===== config.mk =====
export PLATFORM = sky130hd
export DESIGN_NAME = null_message_time_synchronizer_core_flat
export DESIGN_NICKNAME = d
export VERILOG_FILES = /design/src/rtl/nms_pkg.sv /design/src/rtl/nms_in_if.sv /design/src/rtl/nms_out_if.sv /design/src/rtl/nms_ram.sv /design/src/rtl/nms_cfg_regs.sv /design/src/rtl/null_message_time_synchronizer_core.sv /design/src/flat_wrapper.sv
export SDC_FILE = /design/constraint.sdc
export NUM_CORES = 2
export LEC_CHECK = 0
export BUFFER_PORTS_ARGS = -buffer_cell sky130_fd_sc_hd__buf_2
export CAP_MARGIN = 20
export CELL_PAD_IN_SITES_DETAIL_PLACEMENT = 1
export CELL_PAD_IN_SITES_GLOBAL_PLACEMENT = 1
export CORE_UTILIZATION = 45
export CTS_CLUSTER_DIAMETER = 80
export CTS_CLUSTER_SIZE = 24
export DETAILED_ROUTE_END_ITERATION = 16
export PLACE_DENSITY = 0.73
export SYNTH_ARGS = -nofsm -noshare
export SYNTH_HDL_FRONTEND = slang
export SYNTH_SLANG_ARGS = --single-unit

===== constraint.sdc =====
create_clock -name clk -period 10.9 [get_ports clk]
set_clock_uncertainty 0.15 [all_clocks]
set_input_delay 1.09 -clock clk [delete_from_list [all_inputs] [get_ports clk]]
set_output_delay 1.09 -clock clk [all_outputs]
set_load 0.02 [all_outputs]

===== src/rtl/nms_pkg.sv =====
package nms_pkg;

  // Time values: unsigned 32.16 fixed point, raw 48-bit integers
  localparam int TIME_W = 48;
  localparam logic [TIME_W-1:0] TIME_MAX = {TIME_W{1'b1}};

  // Lookahead registers: raw 32-bit values in the same scale
  localparam int LA_W = 32;
  localparam int LA_SLOTS = 4;

  // Field widths fixed by the interface
  localparam int PRED_BITS = 16;
  localparam int SRC_W = 4;
  localparam int SLOT_W = 2;
  localparam int CNT_W = 3;
  localparam int CFG_IDX_W = 3;
  localparam int CFG_DATA_W = 32;

  // Configuration register indexes
  typedef enum logic [CFG_IDX_W-1:0] {
    CFG_PRED_MASK  = 3'd0,
    CFG_SUCC_COUNT = 3'd1,
    CFG_LA_SLOT_0  = 3'd2,
    CFG_LA_SLOT_1  = 3'd3,
    CFG_LA_SLOT_2  = 3'd4,
    CFG_LA_SLOT_3  = 3'd5
  } cfg_idx_t;

  // Input command codes
  localparam logic CMD_NULL = 1'b0;
  localparam logic CMD_REQ  = 1'b1;

  // Result kind codes
  localparam logic KIND_NULL    = 1'b0;
  localparam logic KIND_VERDICT = 1'b1;

  // Configuration seen by the sequencer
  typedef struct packed {
    logic [PRED_BITS-1:0]            pred_mask;
    logic [CNT_W-1:0]                succ_count;
    logic [LA_SLOTS-1:0][LA_W-1:0]   lookahead;
  } cfg_t;

  // Sequencer states
  typedef enum logic [2:0] {
    ST_IDLE,
    ST_NULL_RD,
    ST_NULL_WR,
    ST_SCAN,
    ST_SUCC_RD,
    ST_SUCC_CMP,
    ST_VERDICT
  } state_t;

endpackage


===== src/rtl/nms_in_if.sv =====
interface nms_in_if;
  import nms_pkg::*;

  logic                valid;
  logic                ready;
  logic                cmd;
  logic [SRC_W-1:0]    source_lp;
  logic [TIME_W-1:0]   event_time;

  modport source (output valid, output cmd, output source_lp, output event_time,
                  input ready);
  modport sink (input valid, input cmd, input source_lp, input event_time,
                output ready);
endinterface


===== src/rtl/nms_out_if.sv =====
interface nms_out_if;
  import nms_pkg::*;

  logic                valid;
  logic                ready;
  logic                kind;
  logic [SLOT_W-1:0]   succ_slot;
  logic [TIME_W-1:0]   stamp;
  logic                safe;
  logic                last;

  modport source (output valid, output kind, output succ_slot, output stamp,
                  output safe, output last, input ready);
  modport sink (input valid, input kind, input succ_slot, input stamp,
                input safe, input last, output ready);
endinterface


===== src/rtl/nms_ram.sv =====
module nms_ram #(
  parameter int WIDTH = 48,
  parameter int DEPTH = 16
) (
  input  logic                                      clk,
  input  logic                                      we,
  input  logic [(DEPTH > 1 ? $clog2(DEPTH) : 1)-1:0] waddr,
  input  logic [WIDTH-1:0]                          wdata,
  input  logic                                      re,
  input  logic [(DEPTH > 1 ? $clog2(DEPTH) : 1)-1:0] raddr,
  output logic [WIDTH-1:0]                          rdata
);

  logic [WIDTH-1:0] mem [DEPTH];

  // Write port
  always_ff @(posedge clk) begin
    if (we) begin
      mem[waddr] <= wdata;
    end
  end

  // Registered read; data holds until the next read
  always_ff @(posedge clk) begin
    if (re) begin
      rdata <= mem[raddr];
    end
  end

endmodule


===== src/rtl/nms_cfg_regs.sv =====
module nms_cfg_regs (
  input  logic                           clk,
  input  logic                           rst,
  input  logic                           cfg_we,
  input  logic [nms_pkg::CFG_IDX_W-1:0]  cfg_idx,
  input  logic [nms_pkg::CFG_DATA_W-1:0] cfg_wdata,
  output nms_pkg::cfg_t                  cfg
);
  import nms_pkg::*;

  // Register bank; writes beyond the list are dropped
  always_ff @(posedge clk) begin
    if (rst) begin
      cfg <= '0;
    end else if (cfg_we) begin
      case (cfg_idx)
        CFG_PRED_MASK:  cfg.pred_mask <= cfg_wdata[PRED_BITS-1:0];
        CFG_SUCC_COUNT: cfg.succ_count <= cfg_wdata[CNT_W-1:0];
        CFG_LA_SLOT_0:  cfg.lookahead[0] <= cfg_wdata[LA_W-1:0];
        CFG_LA_SLOT_1:  cfg.lookahead[1] <= cfg_wdata[LA_W-1:0];
        CFG_LA_SLOT_2:  cfg.lookahead[2] <= cfg_wdata[LA_W-1:0];
        CFG_LA_SLOT_3:  cfg.lookahead[3] <= cfg_wdata[LA_W-1:0];
        default: ;
      endcase
    end
  end

endmodule


===== src/rtl/null_message_time_synchronizer_core.sv =====
// Null-message time synchronizer for one logical process.
// Channels: item (sink) carries cmd, source_lp and event_time; result
// (source) carries kind, succ_slot, stamp, safe and last. Both use a
// valid/ready handshake; a transaction moves when both are high.
// Configuration: cfg_we/cfg_idx/cfg_wdata write pred_mask, succ_count and
// the four lookahead registers; write only while the block is idle.
// A null message (cmd 0) steps through accept, table read, and compare
// and write back. It produces no result.
// A request (cmd 1) scans min(MAX_PROCESSES,16) entries of the input-time
// memory, one entry per cycle, then does a read-modify-write of each
// active output-time slot. It yields one null message per raised slot and
// then a verdict with last set.
// One item is in work at a time; item.ready is high only between items.
// Results sit in an output register; when the receiver stalls the block
// holds the pending result and waits, so nothing is lost.
// Reset clears the valid bits of both tables (entries read as zero), the
// configuration registers and the output valid bit; no clearing pass.
module null_message_time_synchronizer_core #(
  parameter int MAX_PROCESSES  = 16,
  parameter int MAX_SUCCESSORS = 4
) (
  input  logic                           clk,
  input  logic                           rst,
  input  logic                           cfg_we,
  input  logic [nms_pkg::CFG_IDX_W-1:0]  cfg_idx,
  input  logic [nms_pkg::CFG_DATA_W-1:0] cfg_wdata,
  nms_in_if.sink                         item,
  nms_out_if.source                      result
);
  import nms_pkg::*;

  localparam int PW = $clog2(MAX_PROCESSES);
  localparam int SW = MAX_SUCCESSORS > 1 ? $clog2(MAX_SUCCESSORS) : 1;
  localparam int NSCAN = MAX_PROCESSES < PRED_BITS ? MAX_PROCESSES : PRED_BITS;
  localparam int SCAN_W = $clog2(PRED_BITS + 1);
  localparam int EXT_W = 9;

  cfg_t cfg;

  nms_cfg_regs u_cfg (
    .clk       (clk),
    .rst       (rst),
    .cfg_we    (cfg_we),
    .cfg_idx   (cfg_idx),
    .cfg_wdata (cfg_wdata),
    .cfg       (cfg)
  );

  state_t state, state_next;

  // Item and work registers
  logic [SRC_W-1:0]   src;
  logic [TIME_W-1:0]  t_item;
  logic [TIME_W-1:0]  earliest;
  logic               safe_acc;
  logic [SCAN_W-1:0]  scan_cnt;
  logic               scan_pend;
  logic [SRC_W-1:0]   rd_idx;
  logic [CNT_W-1:0]   slot_cnt;

  // Table valid bits
  logic [MAX_PROCESSES-1:0]  in_vld;
  logic [MAX_SUCCESSORS-1:0] out_vld;
  logic                      in_rd_vld;
  logic                      out_rd_vld;

  // Memory ports
  logic               in_re, in_we;
  logic [PW-1:0]      in_raddr, in_waddr;
  logic [TIME_W-1:0]  in_rdata;
  logic               out_re, out_we;
  logic [SW-1:0]      out_addr;
  logic [TIME_W-1:0]  out_rdata;

  // Output register
  logic               res_valid;
  logic               res_kind;
  logic [SLOT_W-1:0]  res_slot;
  logic [TIME_W-1:0]  res_stamp;
  logic               res_safe;
  logic               res_last;
  logic               res_load_null, res_load_verdict;
  logic               res_free;

  logic [EXT_W-1:0]   src_ext, scan_ext;
  logic               src_ok;
  logic [TIME_W-1:0]  in_ent, out_ent;
  logic [CNT_W-1:0]   active;
  logic [TIME_W:0]    sum_full;
  logic [TIME_W-1:0]  sum_sat;
  logic               scan_take;

  nms_ram #(.WIDTH(TIME_W), .DEPTH(MAX_PROCESSES)) u_in_ram (
    .clk   (clk),
    .we    (in_we),
    .waddr (in_waddr),
    .wdata (t_item),
    .re    (in_re),
    .raddr (in_raddr),
    .rdata (in_rdata)
  );

  nms_ram #(.WIDTH(TIME_W), .DEPTH(MAX_SUCCESSORS)) u_out_ram (
    .clk   (clk),
    .we    (out_we),
    .waddr (out_addr),
    .wdata (sum_sat),
    .re    (out_re),
    .raddr (out_addr),
    .rdata (out_rdata)
  );

  // Address and entry values
  assign src_ext  = EXT_W'(src);
  assign scan_ext = EXT_W'(scan_cnt);
  assign src_ok   = src_ext < EXT_W'(MAX_PROCESSES);
  assign in_waddr = src_ext[PW-1:0];
  assign out_addr = slot_cnt[SW-1:0];
  assign in_ent   = in_rd_vld ? in_rdata : '0;
  assign out_ent  = out_rd_vld ? out_rdata : '0;
  assign active   = (cfg.succ_count > CNT_W'(MAX_SUCCESSORS)) ?
                    CNT_W'(MAX_SUCCESSORS) : cfg.succ_count;

  // Saturating sum of earliest and lookahead
  assign sum_full = {1'b0, earliest} + (TIME_W + 1)'(cfg.lookahead[slot_cnt[SLOT_W-1:0]]);
  assign sum_sat  = sum_full[TIME_W] ? TIME_MAX : sum_full[TIME_W-1:0];

  assign scan_take = scan_pend && cfg.pred_mask[rd_idx] && (in_ent < earliest);
  assign res_free  = !res_valid || result.ready;

  assign item.ready = (state == ST_IDLE);

  // Next state and strobes
  always_comb begin
    state_next       = state;
    in_re            = 1'b0;
    in_raddr         = in_waddr;
    in_we            = 1'b0;
    out_re           = 1'b0;
    out_we           = 1'b0;
    res_load_null    = 1'b0;
    res_load_verdict = 1'b0;
    case (state)
      ST_IDLE: begin
        if (item.valid) begin
          state_next = (item.cmd == CMD_REQ) ? ST_SCAN : ST_NULL_RD;
        end
      end
      ST_NULL_RD: begin
        if (src_ok) begin
          in_re      = 1'b1;
          state_next = ST_NULL_WR;
        end else begin
          state_next = ST_IDLE;
        end
      end
      ST_NULL_WR: begin
        in_we      = t_item > in_ent;
        state_next = ST_IDLE;
      end
      ST_SCAN: begin
        if (scan_cnt < SCAN_W'(NSCAN)) begin
          in_re    = 1'b1;
          in_raddr = scan_ext[PW-1:0];
        end else if (!scan_pend) begin
          state_next = ST_SUCC_RD;
        end
      end
      ST_SUCC_RD: begin
        if (slot_cnt < active) begin
          out_re     = 1'b1;
          state_next = ST_SUCC_CMP;
        end else begin
          state_next = ST_VERDICT;
        end
      end
      ST_SUCC_CMP: begin
        if (sum_sat > out_ent) begin
          if (res_free) begin
            out_we        = 1'b1;
            res_load_null = 1'b1;
            state_next    = ST_SUCC_RD;
          end
        end else begin
          state_next = ST_SUCC_RD;
        end
      end
      ST_VERDICT: begin
        if (res_free) begin
          res_load_verdict = 1'b1;
          state_next       = ST_IDLE;
        end
      end
      default: state_next = ST_IDLE;
    endcase
  end

  // State register
  always_ff @(posedge clk) begin
    if (rst) begin
      state <= ST_IDLE;
    end else begin
      state <= state_next;
    end
  end

  // Capture the item and advance the scan and slot counters
  always_ff @(posedge clk) begin
    if (rst) begin
      scan_pend <= 1'b0;
      scan_cnt  <= '0;
      slot_cnt  <= '0;
    end else begin
      if (state == ST_IDLE && item.valid) begin
        src       <= item.source_lp;
        t_item    <= item.event_time;
        earliest  <= item.event_time;
        safe_acc  <= 1'b1;
        scan_cnt  <= '0;
        scan_pend <= 1'b0;
        slot_cnt  <= '0;
      end
      if (state == ST_SCAN) begin
        scan_pend <= in_re;
        if (in_re) begin
          rd_idx   <= scan_cnt[SRC_W-1:0];
          scan_cnt <= scan_cnt + SCAN_W'(1);
        end
        if (scan_take) begin
          earliest <= in_ent;
          safe_acc <= 1'b0;
        end
      end
      if (state == ST_SUCC_CMP && state_next == ST_SUCC_RD) begin
        slot_cnt <= slot_cnt + CNT_W'(1);
      end
    end
  end

  // Valid bits: an entry never written reads as zero
  always_ff @(posedge clk) begin
    if (rst) begin
      in_vld  <= '0;
      out_vld <= '0;
    end else begin
      if (in_we) begin
        in_vld[in_waddr] <= 1'b1;
      end
      if (out_we) begin
        out_vld[out_addr] <= 1'b1;
      end
    end
  end

  // Track validity of the data in each read register
  always_ff @(posedge clk) begin
    if (in_re) begin
      in_rd_vld <= in_vld[in_raddr];
    end
    if (out_re) begin
      out_rd_vld <= out_vld[out_addr];
    end
  end

  // Output register: hold until taken
  always_ff @(posedge clk) begin
    if (rst) begin
      res_valid <= 1'b0;
    end else if (res_load_null || res_load_verdict) begin
      res_valid <= 1'b1;
    end else if (result.ready) begin
      res_valid <= 1'b0;
    end
  end

  always_ff @(posedge clk) begin
    if (res_load_null) begin
      res_kind  <= KIND_NULL;
      res_slot  <= slot_cnt[SLOT_W-1:0];
      res_stamp <= sum_sat;
      res_safe  <= 1'b0;
      res_last  <= 1'b0;
    end else if (res_load_verdict) begin
      res_kind  <= KIND_VERDICT;
      res_slot  <= '0;
      res_stamp <= earliest;
      res_safe  <= safe_acc;
      res_last  <= 1'b1;
    end
  end

  assign result.valid     = res_valid;
  assign result.kind      = res_kind;
  assign result.succ_slot = res_slot;
  assign result.stamp     = res_stamp;
  assign result.safe      = res_safe;
  assign result.last      = res_last;

endmodule

===== src/flat_wrapper.sv =====
// flat-port wrapper written by rule: the top's interface ports become plain ports
module null_message_time_synchronizer_core_flat import nms_pkg::*;
#(
  parameter int MAX_PROCESSES  = 16,
  parameter int MAX_SUCCESSORS = 4
)
  (clk, rst, cfg_we, cfg_idx, cfg_wdata, item_valid, item_cmd, item_source_lp, item_event_time, item_ready, result_valid, result_kind, result_succ_slot, result_stamp, result_safe, result_last, result_ready);
  nms_in_if item_i ();
  nms_out_if result_i ();
  input  logic clk;
  input  logic rst;
  input  logic cfg_we;
  input  logic [nms_pkg::CFG_IDX_W-1:0] cfg_idx;
  input  logic [nms_pkg::CFG_DATA_W-1:0] cfg_wdata;
  input wire logic [$bits(item_i.valid)-1:0] item_valid;
  input wire logic [$bits(item_i.cmd)-1:0] item_cmd;
  input wire logic [$bits(item_i.source_lp)-1:0] item_source_lp;
  input wire logic [$bits(item_i.event_time)-1:0] item_event_time;
  output wire logic [$bits(item_i.ready)-1:0] item_ready;
  output wire logic [$bits(result_i.valid)-1:0] result_valid;
  output wire logic [$bits(result_i.kind)-1:0] result_kind;
  output wire logic [$bits(result_i.succ_slot)-1:0] result_succ_slot;
  output wire logic [$bits(result_i.stamp)-1:0] result_stamp;
  output wire logic [$bits(result_i.safe)-1:0] result_safe;
  output wire logic [$bits(result_i.last)-1:0] result_last;
  input wire logic [$bits(result_i.ready)-1:0] result_ready;
  assign item_i.valid = item_valid;
  assign item_i.cmd = item_cmd;
  assign item_i.source_lp = item_source_lp;
  assign item_i.event_time = item_event_time;
  assign item_ready = item_i.ready;
  assign result_valid = result_i.valid;
  assign result_kind = result_i.kind;
  assign result_succ_slot = result_i.succ_slot;
  assign result_stamp = result_i.stamp;
  assign result_safe = result_i.safe;
  assign result_last = result_i.last;
  assign result_i.ready = result_ready;
  null_message_time_synchronizer_core #(.MAX_PROCESSES(MAX_PROCESSES), .MAX_SUCCESSORS(MAX_SUCCESSORS)) u_core (.clk(clk), .rst(rst), .cfg_we(cfg_we), .cfg_idx(cfg_idx), .cfg_wdata(cfg_wdata), .item(item_i), .result(result_i));
endmodule

Word-level counts from Yosys, hierarchy flattened --
Memory sizes are Yosys's and may differ from the RTL's. A register that Yosys moved wholly into a read port is not among the register bits. Index checks and enable logic that the tools add are counted.
Word-level totals: register bits 339, bits in writable memories 960, output and inout bits 55, logic and storage cells 141, memories 2
Memory list:
- u_core.u_in_ram.mem | depth 16, bits a word 48, read ports 1, clocked after memory_dff 1, write ports 1, line nms_ram.sv:14 | logic [WIDTH-1:0] mem [DEPTH];
- u_core.u_out_ram.mem | depth 4, bits a word 48, read ports 1, clocked after memory_dff 1, write ports 1, line nms_ram.sv:14
Operators by class: add/sub/neg operators 3, magnitude comparators 13, equal/unequal tests 12, multiplexer cells 61, bitwise gates (word level) 3, reduce and logical (&&, ||, !) cells 23
Operators with widths (count):
- 48-bit 2-to-1 mux | 8
- 48-bit > comparator | 2
- 32-bit binary-select mux with 2-bit select | 1
- 48-bit by 32-bit adder with 49-bit output | 1
- 48-bit < comparator | 1
- 32-bit 2-to-1 mux | 1
- 3-bit 2-to-1 mux | 9
- 1-bit 2-to-1 mux | 25
- 4-bit by 5-bit < comparator with 1-bit output (second input constant) | 4
- 3-bit == test (second input constant) | 6
- 3-bit one-hot mux with 6 select lines | 1
- 16-bit bitwise OR | 1
- 5-bit 2-to-1 mux | 3
- 2-bit AND reduction | 7
- 3-bit by 2-bit == test with 1-bit output (second input constant) | 4
- 2-bit 2-to-1 mux | 5
- 1-bit binary-select mux with 4-bit select | 2
- 4-bit 2-to-1 mux | 2
- 2-bit nonzero test | 4
- 3-bit by 1-bit == test with 1-bit output (second input constant) | 2
- 1-bit logical AND | 6
- 3-bit logical NOT | 2
- 5-bit by 1-bit adder with 5-bit output (second input constant) | 1
- 5-bit < comparator (second input constant) | 1
- 15 further kinds | 16

Longest topological paths before layout --
depth after elaboration 10, gate-level depth with buffers 25, mapped depth without buffers 20

Modules after synthesis --
A second synthesis with hierarchy kept.
Second synthesis, totals: cells, all modules 3632, area total of the unflattened synthesis 59276.9 um^2
By module, submodules not included:
- nms_ram at u_core.u_in_ram | times used 1, cells each 1242, area each 30171.4 um^2
- null_message_time_synchronizer_core | times used 1, cells each 1570, area each 14909.3 um^2
- nms_ram at u_core.u_out_ram | times used 1, cells each 302, area each 8390.5 um^2
- nms_cfg_regs | times used 1, cells each 518, area each 5805.6 um^2

Worst setup path before layout --
No wires, ideal clock.
path type register to register, start point register u_core.slot_cnt[0], end point register u_core.res_stamp[0], in the netlist u_core.result.stamp[0] (enable), library setup time 0.875 ns, arrival 8.191 ns, setup slack 1.684 ns, stages on the path, launching flop included 25, cell sequence dfxtp_1 -> clkbuf_1 -> buf_1 -> mux4_2 -> ha_1 -> fa_1 -> a21o_1 -> a221oi_2 -> nor4_1 -> o31ai_4 -> a211o_2 -> a21o_1 -> clkbuf_1 -> clkbuf_1 -> nand2_1 -> ha_1 -> nand4_1 -> or4_1 -> and4bb_2 -> nor2b_1 -> a211oi_2 -> or3_1 -> buf_2 -> buf_4 -> o21ai_0
On the way: cells in the longest elaborated chain, start to end 8
RTL lines:
- start, declared | line null_message_time_synchronizer_core.sv:59 | logic [CNT_W-1:0] slot_cnt;
- start signal, assigned | line null_message_time_synchronizer_core.sv:235 | slot_cnt <= slot_cnt + CNT_W'(1);
- 32-bit binary-select mux with 2-bit select | line null_message_time_synchronizer_core.sv:125 | assign sum_full = {1'b0, earliest} + (TIME_W + 1)'(cfg.lookahead[slot_cnt[SLOT_W-1:0]]);
- 32-bit 2-to-1 mux (implied by the code) | line null_message_time_synchronizer_core.sv:125
- 48-bit by 32-bit adder with 49-bit output | line null_message_time_synchronizer_core.sv:125
- 48-bit 2-to-1 mux | line null_message_time_synchronizer_core.sv:126 | assign sum_sat = sum_full[TIME_W] ? TIME_MAX : sum_full[TIME_W-1:0];
- via u_core.sum_sat[15] | line null_message_time_synchronizer_core.sv:90 | logic [TIME_W-1:0] sum_sat;
- 48-bit > comparator | line null_message_time_synchronizer_core.sv:178 | if (sum_sat > out_ent) begin
- 1-bit 2-to-1 mux | line null_message_time_synchronizer_core.sv:178
- 1-bit 2-to-1 mux | line null_message_time_synchronizer_core.sv:143 | case (state)
- 2-bit nonzero test (no line)
- end signal, assigned | line null_message_time_synchronizer_core.sv:280 | res_stamp <= sum_sat;
- end signal, assigned | line null_message_time_synchronizer_core.sv:286 | res_stamp <= earliest;
- end, declared | line null_message_time_synchronizer_core.sv:79 | logic [TIME_W-1:0] res_stamp;
The timed path passes the listed nets, and every way through them passes these cells. The select of a mux whose other input is x is not followed. A chain may end at the register's enable or synchronous reset.

Worst setup path in the final report --
start point register u_core.slot_cnt[0], end point memory u_core.u_out_ram.mem[3][16] (enable)
On the way: cells in the longest elaborated chain, start to end 9
RTL lines:
- 32-bit binary-select mux with 2-bit select | line null_message_time_synchronizer_core.sv:125
- 32-bit 2-to-1 mux (implied by the code) | line null_message_time_synchronizer_core.sv:125
- 48-bit by 32-bit adder with 49-bit output | line null_message_time_synchronizer_core.sv:125
- 48-bit 2-to-1 mux | line null_message_time_synchronizer_core.sv:126
- via u_core.sum_sat[26] | line null_message_time_synchronizer_core.sv:90
- 48-bit > comparator | line null_message_time_synchronizer_core.sv:178
- 1-bit 2-to-1 mux | line null_message_time_synchronizer_core.sv:178
- 1-bit 2-to-1 mux | line null_message_time_synchronizer_core.sv:143
- 1-bit 2-to-1 mux | line nms_ram.sv:18 | if (we) begin
- 1-bit 2-to-1 mux (implied by the code) | line nms_ram.sv:19 | mem[waddr] <= wdata;
- end, declared | line nms_ram.sv:14
The timed path passes the listed nets, and every way through them passes these cells. The select of a mux whose other input is x is not followed.

==> flow_summary.yaml <==
setup_path:
  path_delay_family: "compound AO/OA/AOI/OAI gates"
  critPathMaxFanout: 37
  start_kind: "register"
  critPathKind: "register to register"
  r2r_slack_ps: 1500
  cp.arrival_ps: 9620
  cp_slowest_stage_delay_ps: 940
  reg2regPathDepth: 19
  worstReg2RegEnd: "u_core.u_out_ram.mem[3][16]"
  crit_required_ps: 11120
  rr_startpoint: "u_core.slot_cnt[0]"
  path_cells: "mux4_2 > ha_1 > fa_1 > a21o_1 > a221oi_2 > nor4_1 > o31ai_4 > a211o_2 > a21o_2 > o21ai_0 > ha_1 > nand4_1 > nor4_1 > nand2_1 > a311oi_2 > a211oi_2 > nor3_4 > and2_2 > buf_4"
  critPathBufInv: 1
  slowest_stage: "and2_2"
  end_kind: "register"
floorplanning:
  start_util: 0.456
  ios: 148
  core-area_um2: 130000
  die-area_um2: 133000
  fp-row-count: 132
  die_h_um: 365
  fp.dieW_um: 365
clocking:
  clockRootBuffer: "clkbuf_16"
  cts.sinks: 1395
  cts_resized: 0
  clockBufferDepth: 3
  worstSkewPairLatency_ps: 720
  cts_buffers: 76
  post-cts-setup-buffer-count: 0
  cts.htree.levels: 3
  cts_tree: "yes"
  cts_hold_buf: 0
  clkSlewWorstSetupHoldPaths_ps: 100
detailed_routing:
  vias: 35200
  met3_length_um: 11700
  first_pass_iters: 5
  via_per_inst: 6.07
  top_layer_used: "met5"
  m1WireLength_um: 69600
  drc: 0
  avgRoutedWirePerCell_um: 29.8
  ant_nets: 0
  wl_um: 173000
  drtIter0Drc: 3888
  wl_met2_um: 86100
synthesis:
  synth.most_common_cell: "edfxtp_1"
  yosys.area_share.xor_xnor: 0.00414
  synthTopCellsByArea: "edfxtp_1 61%, mux4_2 11%, dfxtp_1 6.1%, ha_1 3.8%, nand2_1 3.7%"
  synth_common_cells: "1,213 x edfxtp_1, 589 x nand2_1, 293 x a21oi_1, 282 x mux4_2"
  synthFlopType: "edfxtp_1"
  avgSynthCellArea_um2: 15.1
  synth_cell_types: 76
  netlist_instances: 3923
  synth.top_cell.area_share: 0.614
  synth-seq-area-share: 0.676
  yosysWarnings: 0
  synth_top_family_by_area: "multiplexers"
  async_flop_share: 0
  yosys.area.top_type: "edfxtp_1"
  synthMuxAreaShare: 0.121
  syn-num-nets: 4199
  synth_edf_count: 1213
  synth_area_um2: 59300
  synthAdderAreaFrac: 0.0387
  synth-simple-area-share: 0.0715
  synth_compound_area_frac: 0.0664
  ys_ff_latch: 1395
placed_design:
  dp.final_hpwl_um: 110000
  gp_congestion: 0.902
  port_buffers: 147
  pre_cts_slack_ps: 1740
power:
  clkPwrFrac: 0.322
  p_leak_uw: 0.0217
  p_total_uw: 10000
  vdd_drop_max_v: 0.000108
  p_int_uw: 7590
  power_frac_seq: 0.598
  switchingPower_uw: 2440
  p_comb_frac: 0.080
  p_per_area_nw_per_um2: 155
  p_sw_frac: 0.243
worst_hold_path:
  hp-class: "register to register"
  min-delay-start: "u_core.u_cfg.cfg[58]"
  hold_end: "u_core.u_cfg.cfg[58]"
  holdPathStages: 2
timing:
  fmax_mhz: 106
  slew_headroom: 0.262
  worst-slew-pin-transition_ps: 1110
  fin_crit_ps: 9400
  rsz0062_at_grt: "no"
  finalSetupViolCount: 0
  postLayoutSetupSlackWorst_ps: 1500
  slew_viol_final: 0
  whs_ps: 310
  tns_ps: 0
  hold_violations: 0
  finalCritPeriodShare: 0.862
global_route:
  grt_overflow_total: 0
  grt_max_degree: 101
  grt_first_pass_wirelength_um: 250000
  gr-usage-all-layers: 0.260
  first_global_vias: 36600
  antenna_found_initial: 14
cells_and_area:
  drive_above_1_share: 0.167
  multi_input_area_um2: 18100
  nets: 4286
  fillCellCount: 12600
  area_growth_pct: 8.84
  seqCellArea_um2: 40100
outcome:
  outcome: "completed"
job:
  drv_cap: 0
-- per-stage QoR --
step,instances,util,instance area (um^2)
finish,5788,0.496,64500
detailed placement,5673,0.478,62200
global route,5786,0.496,64500
global placement,5673,0.478,62200
CTS,5785,0.496,64500
floorplan,3923,-,59300
-- how the worst max path moves through the flow --
| stage | start | to | slack, ps | cells after the start |
|---|---|---|---|---|
| floorplan | u_core.slot_cnt[0] | u_core.result.stamp[0] | 1680 | 24 |
| global placement | u_core.slot_cnt[0] | u_core.u_out_ram.mem[1][8] | 1910 | 19 |
| detailed placement | u_core.slot_cnt[0] | u_core.u_out_ram.mem[1][6] | 1740 | 19 |
| CTS | u_core.slot_cnt[0] | u_core.u_out_ram.mem[1][6] | 1590 | 19 |
| global route | u_core.slot_cnt[0] | u_core.u_out_ram.mem[1][6] | 1040 | 19 |
| finish | u_core.slot_cnt[0] | u_core.u_out_ram.mem[3][16] | 1500 | 19 |
-- worst register-to-register path, cell delays in order (launching register included) --
cell	delay, ps
dfxtp_4	860
mux4_2	620
ha_1	220
fa_1	410
a21o_1	230
a221oi_2	360
nor4_1	160
o31ai_4	410
a211o_2	290
a21o_2	700
o21ai_0	590
ha_1	480
nand4_1	210
nor4_1	550
nand2_1	130
a311oi_2	340
a211oi_2	200
nor3_4	690
and2_2	950
buf_4	510
-- sequential cells by signal, summed over array words and instances (netlist names), 48 cells and up --
signal                  cells
u_core.u_in_ram.mem       768
u_core.earliest            48
u_core.u_out_ram.mem      192
u_core.t_item              48
u_core.u_in_ram.rdata      48
u_core.u_out_ram.rdata     48
u_core.u_cfg.cfg          147
u_core.result.stamp        48
-- cells by family after synthesis --
group,Yosys count
DFF,1395
and+or+nand+nor,982
AOI/OAI and AO/OA,634
muxes,364
buffers and inverters,337
adders and majority gates,183
xor gates and xnor gates,28
-- layer usage --
metal | track usage | up-vias
met5 | 0 | -
met1 | 0.345 | 18500
met4 | 0.0745 | 8
met3 | 0.0379 | 247
li1 | - | 15200
met2 | 0.444 | 1237
-- power groups by stage --
| stage | clock network [uW] | registers [uW] | logic [uW] |
|---|---|---|---|
| floorplan | 0 | 6050 | 513 |
| global placement | 0 | 6100 | 768 |
| detailed placement | 0 | 6110 | 798 |
| CTS | 3280 | 5990 | 803 |
| global route | 3430 | 6000 | 872 |
| finish | 3230 | 5990 | 804 |
-- layout by cell type, fill, tap and decap left out, types with 32 or more instances in the layout --
cell type,instances
and2_1,54
clkbuf_16,79
edfxtp_1,1213
nand2_1,589
mux4_2,282
inv_1,131
a21o_1,35
a31oi_1,83
nand3_1,37
buf_2,146
a21oi_1,293
mux2i_1,67
nand4_1,32
nor2_1,143
a211oi_1,60
buf_4,63
o21ai_0,54
ha_1,182
dfxtp_1,180
-- final cells by class --
class / count / share of cell area
antenna: 2 / 0.0000775
clock inverter: 29 / 0.00554
multi-input combinational: 2191 / 0.281
clock buffer: 83 / 0.0310
sequential: 1395 / 0.621
tap: 1742 / 0.0338
inverter: 133 / 0.00773
timing repair buffer: 213 / 0.0200
Note: power is estimated with default switching activity, not from simulation.
